--- src/rtl/core/sfoc_pkg.sv ---
`timescale 1ns / 1ps
// ----------------------------------------------------------------------------
// sfoc_pkg
// Shared types and constants of the stereo FIFO output format converter.
// ----------------------------------------------------------------------------
package sfoc_pkg;

   localparam int RING_FRAMES  = 8192;
   localparam int ADDR_W       = $clog2(RING_FRAMES);
   localparam int MAX_CHANNELS = 32;
   localparam int CH_W         = 5;
   localparam int FREE_W       = 13;
   localparam int CNT_W        = 6;
   localparam int FMT_W        = 3;
   localparam int SAMPLE_W     = 32;
   localparam int WORD_W       = 64;
   localparam int CSR_ADDR_W   = 3;
   localparam int CSR_DATA_W   = 32;

   localparam logic REG_CHANNEL_COUNT = 1'b0;
   localparam logic REG_SAMPLE_FORMAT = 1'b1;

   localparam logic [FMT_W-1:0] FMT_INT16   = 3'd0;
   localparam logic [FMT_W-1:0] FMT_INT24   = 3'd1;
   localparam logic [FMT_W-1:0] FMT_INT32   = 3'd2;
   localparam logic [FMT_W-1:0] FMT_FLOAT32 = 3'd3;
   localparam logic [FMT_W-1:0] FMT_FLOAT64 = 3'd4;

   localparam logic [30:0] SCALE_INT16 = 31'd32767;
   localparam logic [30:0] SCALE_INT24 = 31'd8388607;
   localparam logic [30:0] SCALE_INT32 = 31'h7FFF_FFFF;

   localparam logic [7:0]  F32_BIAS_Q = 8'd99;
   localparam logic [10:0] F64_BIAS_Q = 11'd995;

   typedef enum logic [2:0] {
      ST_IDLE,
      ST_CONV_L,
      ST_CONV_R,
      ST_FINISH,
      ST_EMIT
   } sfoc_state_type;

   typedef struct packed {
      logic push;
      logic pull;
      logic sel_right;
      logic cap_l;
      logic cap_r;
      logic emit;
   } sfoc_cmd_type;

   typedef struct packed {
      logic ch_last;
   } sfoc_status_type;

endpackage

--- src/rtl/core/sfoc_ctrl.sv ---
`timescale 1ns / 1ps
// ----------------------------------------------------------------------------
// sfoc_ctrl
// Sequencer: accepts items, steps the converter and drives the result valid.
// ----------------------------------------------------------------------------
module sfoc_ctrl import sfoc_pkg::*; (
   input  logic            clock,
   input  logic            reset,
   input  logic            req_valid,
   output logic            req_ready,
   input  logic            req_func,
   output logic            rsp_valid,
   input  logic            rsp_ready,
   output sfoc_cmd_type    cmd,
   input  sfoc_status_type status
);

   sfoc_state_type state_ff, state_in;
   logic           rsp_valid_ff, rsp_valid_in;
   logic           out_free;

   assign out_free  = !rsp_valid_ff || rsp_ready;
   assign rsp_valid = rsp_valid_ff;

   always_ff @(posedge clock) begin
      if (reset) begin
         state_ff     <= ST_IDLE;
         rsp_valid_ff <= 1'b0;
      end else begin
         state_ff     <= state_in;
         rsp_valid_ff <= rsp_valid_in;
      end
   end

   always_comb begin
      state_in     = state_ff;
      rsp_valid_in = rsp_valid_ff && !rsp_ready;
      cmd          = '0;
      req_ready    = 1'b0;
      case (state_ff)
         ST_IDLE: begin
            req_ready = out_free;
            if (req_valid && out_free) begin
               if (req_func) begin
                  cmd.pull = 1'b1;
                  state_in = ST_CONV_L;
               end else begin
                  cmd.push     = 1'b1;
                  rsp_valid_in = 1'b1;
               end
            end
         end
         ST_CONV_L: begin
            state_in = ST_CONV_R;
         end
         ST_CONV_R: begin
            cmd.sel_right = 1'b1;
            cmd.cap_l     = 1'b1;
            state_in      = ST_FINISH;
         end
         ST_FINISH: begin
            cmd.cap_r = 1'b1;
            state_in  = ST_EMIT;
         end
         ST_EMIT: begin
            if (out_free) begin
               cmd.emit     = 1'b1;
               rsp_valid_in = 1'b1;
               if (status.ch_last) begin
                  state_in = ST_IDLE;
               end
            end
         end
         default: begin
            state_in = ST_IDLE;
         end
      endcase
   end

   a_ready_only_idle: assert property (@(posedge clock) disable iff (reset)
      req_ready |-> state_ff == ST_IDLE)
      else $error("req_ready outside idle");

   a_pull_starts_conv: assert property (@(posedge clock) disable iff (reset)
      (req_valid && req_ready && req_func) |=> state_ff == ST_CONV_L)
      else $error("pull did not start conversion");

   a_emit_loads_valid: assert property (@(posedge clock) disable iff (reset)
      cmd.emit |=> rsp_valid_ff)
      else $error("emitted item not marked valid");

   a_last_returns_idle: assert property (@(posedge clock) disable iff (reset)
      (state_ff == ST_EMIT && status.ch_last && out_free) |=> state_ff == ST_IDLE)
      else $error("sequencer did not return to idle after last channel");

endmodule

--- config.mk ---
export PLATFORM = sky130hd
export DESIGN_NAME = sfoc_ctrl
export DESIGN_NICKNAME = d
export VERILOG_FILES = /design/src/rtl/core/sfoc_pkg.sv /design/src/rtl/core/sfoc_ctrl.sv
export SDC_FILE = /design/constraint.sdc
export NUM_CORES = 1
export LEC_CHECK = 0
export BUFFER_PORTS_ARGS = -buffer_cell sky130_fd_sc_hd__buf_2
export CAP_MARGIN = 20
export CORE_AREA = 2 2 39 41
export DETAILED_ROUTE_END_ITERATION = 10
export DIE_AREA = 0 0 41 43
export GPL_TIMING_DRIVEN = 0
export SETUP_SLACK_MARGIN = 0.3
export SLEW_MARGIN = 20
export SYNTH_ARGS = -nofsm -noshare
export SYNTH_HDL_FRONTEND = slang
export SYNTH_SLANG_ARGS = --single-unit
--- constraint.sdc ---
create_clock -name clock -period 1 [get_ports clock]
set_input_delay 0.1 -clock clock [delete_from_list [all_inputs] [get_ports clock]]
set_output_delay 0.1 -clock clock [all_outputs]
set_load 0.02 [all_outputs]
## After elaboration in Yosys (flattened, before gate mapping)

Cells that the tools add are included.

- Logic and storage cells: 35
- Output and inout port bits: 8
- Input port bits: 6
- Bits in registers: 4

- Reduce and logical (&&, ||, !) cells: 7
- Equality and inequality tests: 8
- Mux-type cells: 18

Operators with widths:

| operator | number |
|---|---|
| 3-bit case mux with 5 select lines | 1 |
| 3-bit 2-to-1 mux | 4 |
| 1-bit 2-to-1 mux | 9 |
| 2-bit != test, second input constant | 4 |
| 3-bit by 2-bit == test with 1-bit output, second input constant | 2 |
| 2-bit 2-to-1 mux | 3 |
| 4-bit AND reduction | 1 |
| 3-bit by 1-bit == test with 1-bit output, second input constant | 1 |
| 3-bit == test, second input constant | 1 |
| 3-bit zero test | 1 |
| 1-bit logical AND | 2 |
| 1-bit zero test | 2 |
| 1-bit case mux with 2 select lines | 1 |
| 1-bit logical OR | 1 |

## Longest topological paths before layout

Gate-level depths: netlist of run 1.

- Depth in word-level cells: 5
- Mapped depth: 4
- Mapped depth without buffers: 3

## Worst setup path after synthesis of run 1

Ideal clock, no wire load.

- Kind: register -> output
- Start point: register state_ff[1]
- End point: output cmd[3] (netlist bit)
- Data arrival time: 1.293 ns
- Slack: -0.393 ns
- Cell stages (with the launch flop): 4
- Buffers on the path: 2
- Required time: 0.900 ns
- Cell sequence: dfxtp_1 -> buf_4 -> nor3b_1 -> buf_4

RTL lines:

| element | RTL line | source |
|---|---|---|
| start, declared | sfoc_ctrl.sv:18 | `sfoc_state_type state_ff, state_in;` |
| start signal, assigned | sfoc_ctrl.sv:30 | `state_ff <= state_in;` |
| end, declared | sfoc_ctrl.sv:14 | `output sfoc_cmd_type cmd,` |

==> impl_summary.txt, run 1 <==
----------------------------------------------------
[STA]
  Final max-slew violation count ... 0
  Least-Margin Pin Slew ... 234.4 ps
  Worst hold slack after final layout ... 67.20 ps
  Endpoints failing setup ... 9
  Setup WS post-layout ... -351.4 ps
  Worst slew margin ... 0.8437
  Share of the clock period used by the worst path ... 1.351
  Highest achievable clock rate ... 0.7400 GHz
  Skew final ... 0.4152 ps
  Final critical-path required period ... approximately 1400 ps
  Final count of hold timing violations ... 0
  Unrepaired setup endpoints after global routing ... yes

[Clocking]
  TritonCTS clock tree ... yes
  Clock net sink count ... 4
  Post-CTS Hold Buffers ... 0
  Number of buffers on the longest clock path ... 2
  Inserted Clock Buffers ... 3
  Count of H-tree levels built during CTS ... 1
  Clock-pin slew reported for the worst setup and hold paths after clock tree synthesis ... 40 ps
  Clock root buffer ... sky130_fd_sc_hd__clkbuf_4
  Clk Latency, worst-skew pair ... 230 ps

[Drt]
  First-pass iteration count of the detailed router ... 4
  Routed WL ... 581 um
  Length of routed met3 wiring ... 49 um
  Number of remaining DRC errors ... 0
  Met2 WL post-DR ... roughly 280 um
  DRT met1 WL ... between 200 and 300 um
  Average vias per placed instance ... 4.222
  Detailed-route via count ... between 200 and 300
  Top routing layer in use ... met3
  Average wire per cell in the routed design ... 9.222 um
  Remaining antenna violation count ... 0
  Count of routing violations after the opening detailed-route iteration ... 3

[Setup path]
  Worst Path Required ... 900 ps
  Critical path buffer and inverter count ... 2
  Largest stage delay, worst path ... 300 ps
  Worst setup path class ... register to primary output
  Cell family with most CP delay ... simple AND/OR/NAND/NOR gates
  Most repeated library cell on the critical path ... sky130_fd_sc_hd__buf_6
  CP max FO ... 4
  Cell-by-cell trace of the critical path ... buf_6 -> nor4b_4 -> and3_4 -> buf_6
  Arr. time, crit path ... 1250 ps
  Crit start category ... register
  Crit path capture type ... primary output
  Critical Path Slowest Stage Cell ... sky130_fd_sc_hd__dfxtp_1

[Layout]
  Final net count ... 55
  Antenna diodes ... 0
  Area added between synthesis and finish ... 86.32%
  Layout cell share with drive strength beyond 1 ... 0.7234
  Fill count ... 134
  Non-filler instance count after layout ... 63

[Global route]
  Global-route wire length before repair ... 979 um
  Maximum number of pins on one net before global-route repair ... 10
  GR Overflow Total ... 0
  Number of global-route vias before repair ... 249
  Antenna violations before repair ... 0
  GRT Overall Usage ... 0.08141

[Power]
  Cell area power density ... ~1300 nW/um^2
  Leak Pwr ... 0.2307 nW
  IR drop worst, VDD ... 683.0 uV

[Synthesis]
  Synth Cell Area ... 265.3 um^2
  Main synth FF type ... sky130_fd_sc_hd__dfxtp_1
  Synthesized area per cell ... 9.473 um^2
  Share of synthesized area occupied by flip-flops and latches ... 0.3019
  Instance count of the mapped netlist ... 28
  #FFs+latches synth ... 4
  Async set-reset flop share out of synthesis ... 0
  Number of flops mapped to enable cells by yosys ... 0
  Number of synthesis warnings ... 0
  Net count after synthesis ... 34
  Count of cell types in the netlist ... 19

[Floorplanning]
  I/O pin count ... 14
  Core area ... 1384 um^2
  Die Footprint ... 1763 um^2
  Standard-cell row count ... 14
  Die Span Y ... about 43 um
  Starting density of the core ... 0.1917
  Die X-Extent ... 41 um

[Placement]
  Number of I/O port buffers ... 13
  Final weighted congestion in routability-driven placement ... roughly 0.67
  Post-Place Cells ... 57

[Run status]
  Run status ... finished with violations
  Violated checks ... setup timing

[Job]
  Number of max-cap violations ... 0

[Hold path]
  Worst hold path type ... input pin to register

----------------------------------------------------
[per-layer routing]
| metal | vias up | global-route usage |
|---|---|---|
| li1 | 137 | - |
| met1 | 118 | 0.09355 |
| met4 | 0 | 0 |
| met2 | 11 | 0.1250 |
| met5 | - | 0 |
| met3 | 0 | 0.06283 |
[stage by stage]
stage / worst slack, ps / total power [mW] / utilization / area (um^2) / setup TNS, ps
after floorplan: -221.8 / 0.3294 / - / 290.3 / -571.3
after global placement: -145.9 / 0.3777 / 0.2712 / 375.4 / -267.5
after detailed placement: -153.3 / 0.3805 / 0.2712 / 375.4 / -294.1
after CTS: -370.0 / 0.6444 / 0.3481 / 481.7 / -2142
after global routing: -436.9 / 0.6801 / 0.3571 / 494.2 / -2570
final: -351.4 / 0.6356 / 0.3571 / 494.2 / -2028
[where the power goes]
part	internal [mW]	switching (mW)	total [mW]
combinational	0.139	0.110	0.249
clock	0.134	0.0588	0.193
sequential	0.174	0.0198	0.194
[area by class of cell]
cell class              count  area, um^2  area share
flip-flops and latches      4       85.08      0.1722
repair buffers             16       128.9      0.2608
inverters                   1       3.754    0.007595
multi-input cells          20       203.9      0.4127
well taps                  16       20.02     0.04051
plain buffers               3       30.03     0.06076
clock buffers               3       22.52     0.04557
[cells by family after synthesis]
logic type	count (synthesis)	share of synthesized area
buf+inv	4	0.09904
simple gates	12	0.3585
compound gates	7	0.2075
xor+xnor	1	0.03302
flops	4	0.3019
[placed cells by master, fill, tap and decap left out, drive strengths merged, types with 2 or more instances in the layout]
cell type  netlist  routed
and3             3       3
clkbuf           0       3
nor3             2       2
a21oi            2       2
buf              3      19
o21ai            2       2
dfxtp            4       4
[flip-flops by register name, indices dropped and copies added (netlist names)]
name / flops
rsp_valid: 1
state_ff: 3
[cell usage after synthesis (2+ instances only)]
library cell	instances	area (um^2)
sky130_fd_sc_hd__buf_4	3	22.52
sky130_fd_sc_hd__and3_1	2	12.51
sky130_fd_sc_hd__dfxtp_1	4	80.08
sky130_fd_sc_hd__nor3_1	2	10.01
sky130_fd_sc_hd__a21oi_1	2	10.01
sky130_fd_sc_hd__o21ai_0	2	10.01
[path summary, 6_finish.rpt]
check / endpoint / start / cells after the start / slack, ps
max: cmd[4] / state_ff[1] / 4 / -350
min reg2reg: rsp_valid / rsp_valid / 2 / 540
min: rsp_valid / reset / 2 / 70
max reg2reg: state_ff[2] / state_ff[1] / 5 / -110
[what timing repair did]
item	in CTS	in global routing
endpoints found under the setup margin	12	12
pin swaps	2	2
setup buffers	3	0
gates resized for setup	20	1
No activity file was read; power rests on OpenSTA's default activity.
==> run 2, diff against run 1 <==
--- a/config.mk
+++ b/config.mk
@@ -7,10 +7,13 @@
 export LEC_CHECK = 0
 export BUFFER_PORTS_ARGS = -buffer_cell sky130_fd_sc_hd__buf_2
 export CAP_MARGIN = 20
+export CELL_PAD_IN_SITES_DETAIL_PLACEMENT = 0
+export CELL_PAD_IN_SITES_GLOBAL_PLACEMENT = 1
 export CORE_AREA = 2 2 39 41
 export DETAILED_ROUTE_END_ITERATION = 10
 export DIE_AREA = 0 0 41 43
 export GPL_TIMING_DRIVEN = 0
+export PLACE_DENSITY_LB_ADDON = 0.1
 export SETUP_SLACK_MARGIN = 0.3
 export SLEW_MARGIN = 20
 export SYNTH_ARGS = -nofsm -noshare
==> run 2 against run 1 <==
Effect of this change: the run still ends with setup timing left; largest cell class unchanged; combinational power is 14% higher; register-to-register slack better by 40 ps; clock skew is 1.9 ps higher; worst setup slack worse by 8.4 ps.
==> impl_summary.txt, run 2 (synthesis results as in run 1) <==
----------------------------------------------------
[Global route]
  GR Overflow Total ... 0 (unchanged)
  Maximum number of pins on one net before global-route repair ... 10 (unchanged)
  Antenna violations before repair ... 0 (unchanged)
  Number of global-route vias before repair ... 284 (+14%)
  GRT Overall Usage ... 0.09829 (+0.01689)
  Global-route wire length before repair ... 1.117 mm (+14%)

[Layout]
  Leading cell types in the layout, fill and taps excluded ... 10 x sky130_fd_sc_hd__buf_6, 5 x sky130_fd_sc_hd__buf_4, 5 x sky130_fd_sc_hd__buf_2
  Commonest non-fill, non-tap cell in the layout ... sky130_fd_sc_hd__buf_6
  Fill count ... 142 (+6.0%)
  Antenna diodes ... 0 (unchanged)
  Layout cell share with drive strength beyond 1 ... 0.7917 (+0.06826)
  Final net count ... 56 (+1.8%)
  Register with the most flip-flops ... state_ff
  Non-filler instance count after layout ... 64 (+1.6%)
  Area added between synthesis and finish ... 96.23%
  Max reg flops ... 3 (unchanged)

[Placement]
  Number of I/O port buffers ... 13 (unchanged)
  Post-Place Cells ... 57 (unchanged)
  Post-Place Setup Slack ... -159.6 ps (-6.277 ps)
  Final weighted congestion in routability-driven placement ... 0.7192 (+7.6%)

[Drt]
  Average wire per cell in the routed design ... 10.58 um (+15%)
  Remaining antenna violation count ... 0 (unchanged)
  Routed WL ... 677 um (+17%)
  First-pass iteration count of the detailed router ... 3 (-1)
  Number of remaining DRC errors ... 0 (unchanged)
  Detailed-route via count ... 291 (+9.4%)
  Average vias per placed instance ... 4.547 (+7.7%)
  Count of routing violations after the opening detailed-route iteration ... 3 (unchanged)

[Floorplanning]
  Die X-Extent ... 41 um (unchanged)
  Standard-cell row count ... 14 (unchanged)
  Starting density of the core ... 0.1917 (unchanged)
  I/O pin count ... 14 (unchanged)
  Die Span Y ... 43 um (unchanged)
  Die Footprint ... 1763 um^2 (unchanged)
  Core area ... 1384 um^2 (unchanged)

[Hold path]
  Worst hold path type ... input pin to register

[Setup path]
  Crit start category ... register
  Arr. time, crit path ... 1260 ps (about the same)
  Worst setup path class ... register to primary output
  Worst Path Required ... 900 ps (about the same)
  CP max FO ... 7 (+3)
  Crit path capture type ... primary output

[STA]
  Endpoints failing setup ... 9 (unchanged)
  Skew final ... 2.358 ps (+1.943 ps)
  Final count of hold timing violations ... 0 (unchanged)
  Worst slew margin ... 0.8295 (-0.01421)
  Setup WS post-layout ... -359.8 ps (-8.398 ps)
  Unrepaired setup endpoints after global routing ... yes
  Sum of negative setup slack ... -2101 ps (-73.12 ps)
  Final critical-path required period ... 1360 ps (+8.398 ps)
  Least-Margin Pin Slew ... 255.7 ps (+21.31 ps)
  Final max-slew violation count ... 0 (unchanged)
  Highest achievable clock rate ... 0.7354 GHz (-0.62%)
  Share of the clock period used by the worst path ... 1.360 (+0.008398)

[Run status]
  Violated checks ... setup timing
  Run status ... finished with violations

[Clocking]
  Clk Latency, worst-skew pair ... 230 ps (about the same)
  Number of buffers on the longest clock path ... 2 (unchanged)
  Clock-pin slew reported for the worst setup and hold paths after clock tree synthesis ... 40 ps (about the same)
  Clock net sink count ... 4 (unchanged)
  TritonCTS clock tree ... yes
  Inserted Clock Buffers ... 3 (unchanged)
  Count of H-tree levels built during CTS ... 1 (unchanged)
  Clock root buffer ... sky130_fd_sc_hd__clkbuf_4

[Power]
  Cell area power density ... 1303 nW/um^2 (+1.3%)
  Leak Pwr ... 0.2417 nW (+4.8%)
  IR drop worst, VDD ... 393.5 uV (-42%)

[Job]
  Number of max-cap violations ... 0 (unchanged)

----------------------------------------------------
==> run 2: cell types whose count changed in the layout (fill, tap and decap cells not counted), sizes merged <==
cell  previous run  this run
buf             19        20
==> run 2: final timing paths <==
check	start	end	slack [ps]	depth (start not counted)
max	state_ff[0]	cmd[4]	-360	3
min reg2reg	rsp_valid	rsp_valid	530	2
max reg2reg	state_ff[1]	state_ff[2]	-70	5
min	reset	rsp_valid	60	2
==> run 2: routing by layer <==
metal  track usage  up-vias  part of all wire
li1              -      140                 -
met1        0.1058      135              0.38
met2        0.1438       12              0.52
met3       0.02094        4             0.065
met4        0.1000        0             0.038
met5             0        -                 0
==> run 2: final cells by class <==
class / instances / area (um^2) / area share
buffer: 3 / 30.03 / 0.05769
timing repair buffer: 17 / 145.1 / 0.2788
clock buffer: 3 / 22.52 / 0.04327
inverter: 1 / 3.754 / 0.007212
multi-input combinational: 20 / 212.7 / 0.4087
sequential: 4 / 86.33 / 0.1659
tap: 16 / 20.02 / 0.03846
==> run 2: worst max-delay path, cell delays in order, from the launching register on <==
cell                      delay (ps)
sky130_fd_sc_hd__dfxtp_4         390
sky130_fd_sc_hd__nor4b_4         310
sky130_fd_sc_hd__and3_4          220
sky130_fd_sc_hd__buf_6           110
==> run 2: metrics by stage <==
| step | cell area (um^2) | total power, mW | hold WS, ps | util |
|---|---|---|---|---|
| floorplan | 290.3 | 0.3294 | 161.7 | - |
| global placement | 375.4 | 0.3820 | 307.7 | 0.2712 |
| detailed placement | 375.4 | 0.3831 | 303.4 | 0.2712 |
| CTS | 496.7 | 0.6746 | 55.77 | 0.3590 |
| global route | 520.5 | 0.7255 | 69.05 | 0.3761 |
| finish | 520.5 | 0.6780 | 60.49 | 0.3761 |
==> run 2: where the power goes <==
group	internal (mW)	switching [mW]	total [mW]
sequential	0.175	0.0211	0.196
clock	0.134	0.0633	0.197
combinational	0.165	0.119	0.284
==> run 2: timing repair <==
item                       CTS  global route
setup endpoints to repair   12            12
buffers inserted             4             0
pin swaps                    2             2
gates resized for setup     22             6
hold buffers                 0             0
==> run 3, diff against run 2 <==
==> constraint.sdc (replaced) <==
create_clock -name clock -period 1.1 [get_ports clock]
set_input_delay 0.11 -clock clock [delete_from_list [all_inputs] [get_ports clock]]
set_output_delay 0.11 -clock clock [all_outputs]
set_load 0.02 [all_outputs]
==> run 3 against run 2 <==
Effect of this change: the flow still finishes with violations (setup timing); critical path depth is 1 higher; clock-buffer cell count is the same; flip-flop and latch count unchanged; critical path type unchanged; design area is 5.5% lower; first-iteration DRC count grew 67%; final cell count fell by 1.6%.
==> impl_summary.txt, run 3 (synthesis results as in run 1) <==
----------------------------------------------------
[Hold path]
  Worst hold path type ... input pin to register
  Hold path startpoint ... reset
  Depth of the worst hold-timing path ... 2 (unchanged)
  Capture endpoint of the worst hold path ... rsp_valid

[Global route]
  Antenna violations before repair ... 0 (unchanged)
  Number of global-route vias before repair ... 296 (+4.2%)
  GR Overflow Total ... 0 (unchanged)
  GRT Overall Usage ... 0.09829 (unchanged)
  Maximum number of pins on one net before global-route repair ... 8 (-2)
  Global-route wire length before repair ... 1.110 mm (-0.63%)

[Floorplanning]
  I/O pin count ... 14 (unchanged)
  Die X-Extent ... 41 um (unchanged)
  Standard-cell row count ... 14 (unchanged)
  Core area ... 1384 um^2 (unchanged)
  Starting density of the core ... 0.1917 (unchanged)
  Die Footprint ... 1763 um^2 (unchanged)
  Die Span Y ... 43 um (unchanged)

[Clocking]
  Number of buffers on the longest clock path ... 2 (unchanged)
  Clk Latency, worst-skew pair ... 230 ps (about the same)
  Post-CTS Hold Buffers ... 0 (unchanged)
  Clock-pin slew reported for the worst setup and hold paths after clock tree synthesis ... 40 ps (about the same)
  Clock root buffer ... sky130_fd_sc_hd__clkbuf_4
  TritonCTS clock tree ... yes
  Inserted Clock Buffers ... 3 (unchanged)
  Count of H-tree levels built during CTS ... 1 (unchanged)
  Clock net sink count ... 4 (unchanged)

[Drt]
  Routed WL ... 622 um (-8.1%)
  Average vias per placed instance ... 4.508 (-0.86%)
  Average wire per cell in the routed design ... 9.873 um (-6.7%)
  Remaining antenna violation count ... 0 (unchanged)
  Count of routing violations after the opening detailed-route iteration ... 5 (+2)
  Number of remaining DRC errors ... 0 (unchanged)
  Detailed-route via count ... 284 (-2.4%)
  First-pass iteration count of the detailed router ... 4 (+1)

[Setup path]
  CP max FO ... 4 (-3)
  Cell-by-cell trace of the critical path ... buf_6 -> nor4b_4 -> and3_4 -> buf_6
  Startpoint of the lowest-slack register-to-register path ... state_ff[1]
  Largest stage delay, worst path ... 300 ps (-90 ps)
  Most repeated library cell on the critical path ... sky130_fd_sc_hd__buf_6
  Crit path capture type ... primary output
  Critical path buffer and inverter count ... 2 (+1)
  Worst Path Required ... 990 ps (+90 ps)
  Crit start category ... register
  Cell family with most CP delay ... simple AND/OR/NAND/NOR gates
  Reg2Reg Depth ... 4 (-1)
  Worst setup path class ... register to primary output
  Reg-to-reg critical path endpoint ... state_ff[2]
  Critical Path Slowest Stage Cell ... sky130_fd_sc_hd__dfxtp_2
  Reg-to-reg setup timing slack ... 70 ps (+140 ps)
  Arr. time, crit path ... 1280 ps (+20 ps)

[Layout]
  Max reg flops ... 3 (unchanged)
  Area added between synthesis and finish ... 85.38%
  Fill count ... 142 (unchanged)
  Final net count ... 55 (-1.8%)
  Antenna diodes ... 0 (unchanged)
  Leading cell types in the layout, fill and taps excluded ... 10 x sky130_fd_sc_hd__buf_6, 6 x sky130_fd_sc_hd__buf_2
  Register with the most flip-flops ... state_ff
  Commonest non-fill, non-tap cell in the layout ... sky130_fd_sc_hd__buf_6
  Final instance area ... 491.7 um^2 (-5.5%)
  Non-filler instance count after layout ... 63 (-1.6%)
  Layout cell share with drive strength beyond 1 ... 0.7660 (-0.02571)

[Power]
  Switching Share ... 0.2971 (-0.003441)
  Psw ... 171.7 uW (-16%)
  Internal power summed over all cells ... 406.1 uW (-14%)
  Sequential power share ... 0.305 (+0.015)
  IR drop worst, VDD ... 399.9 uV (+1.6%)
  Overall Power ... 577.8 uW (-15%)
  Part of the total power dissipated in the clock network ... 0.310 (+0.019)
  Share of power burned in combinational logic ... 0.385 (-0.034)
  Leak Pwr ... 0.2333 nW (-3.5%)
  Cell area power density ... 1175 nW/um^2 (-9.8%)

[STA]
  Setup WS post-layout ... -286.2 ps (+73.61 ps)
  Share of the clock period used by the worst path ... 1.260
  Final max-slew violation count ... 0 (unchanged)
  Final count of hold timing violations ... 0 (unchanged)
  Highest achievable clock rate ... 0.7214 GHz
  Sum of negative setup slack ... -1097 ps (+1004 ps)
  Unrepaired setup endpoints after global routing ... yes
  Endpoints failing setup ... 7 (-2)
  Worst slew margin ... 0.8100 (-0.01953)
  Final critical-path required period ... around 1400 ps
  Skew final ... 2.911 ps (+0.5527 ps)
  Least-Margin Pin Slew ... 284.5 ps (+28.75 ps)

[Placement]
  Final weighted congestion in routability-driven placement ... 0.7149 (-0.60%)
  Number of I/O port buffers ... 13 (unchanged)
  HPWL after detailed placement ... 439.1 um
  Post-Place Cells ... 57 (unchanged)
  Placement-stage cell area ... 372.9 um^2 (-0.67%)

[Run status]
  Violated checks ... setup timing
  Run status ... finished with violations

[Job]
  Number of max-cap violations ... 0 (unchanged)

----------------------------------------------------
## run 3: cell count changes in the layout (fill, tap and decap cells not counted), sizes merged
cell and change:
buf -1
## run 3: power by group through the flow
stage | clock network, mW | logic, mW | registers, mW
2_1_floorplan | 0 | 0.120 | 0.177
3_3_place_gp | 0 | 0.169 | 0.176
3_5_place_dp | 0 | 0.167 | 0.176
4_1_cts | 0.191 | 0.213 | 0.175
5_1_grt | 0.193 | 0.239 | 0.178
6_report | 0.179 | 0.223 | 0.176
## run 3: stage by stage
stage / worst slack (ps) / utilization / hold slack (ps)
2_1_floorplan: -131.8 / - / 171.7
3_3_place_gp: -64.19 / 0.2694 / 316.7
3_5_place_dp: -64.19 / 0.2694 / 311.7
4_1_cts: -295.1 / 0.3418 / 59.74
5_1_grt: -350.4 / 0.3553 / 86.24
6_report: -286.2 / 0.3553 / 75.39
## run 3: routing by layer
layer	vias to the layer above	share of wire	track usage
met4	0	0	0.1200
li1	139	-	-
met1	134	0.40	0.1058
met3	0	0.058	0.01571
met2	11	0.55	0.1375
met5	-	0	0
## run 3: worst max-delay path by stage
stage                           start  endpoint  slack (ps)  cells past startpoint
after floorplan           state_ff[2]    cmd[5]        -130                      3
after global placement    state_ff[2]    cmd[4]         -60                      4
after detailed placement  state_ff[2]    cmd[4]         -60                      4
after CTS                 state_ff[1]    cmd[4]        -300                      4
after global routing      state_ff[1]    cmd[4]        -350                      4
final                     state_ff[1]    cmd[4]        -290                      4
## run 3: area by class of cell
class | instances | area [um^2] | area share
multi-input cells | 20 | 192.7 | 0.3919
repair buffers | 16 | 135.1 | 0.2748
flip-flops and latches | 4 | 87.58 | 0.1781
plain buffers | 3 | 30.03 | 0.06107
clock buffers | 3 | 22.52 | 0.04580
well taps | 16 | 20.02 | 0.04071
inverters | 1 | 3.754 | 0.007634
## run 3: what timing repair did
item,CTS,global route
pin swaps,4,3
endpoints found under the hold margin,0,0
setup buffers,3,0
setup endpoints to repair,11,12
gates resized for setup,20,6
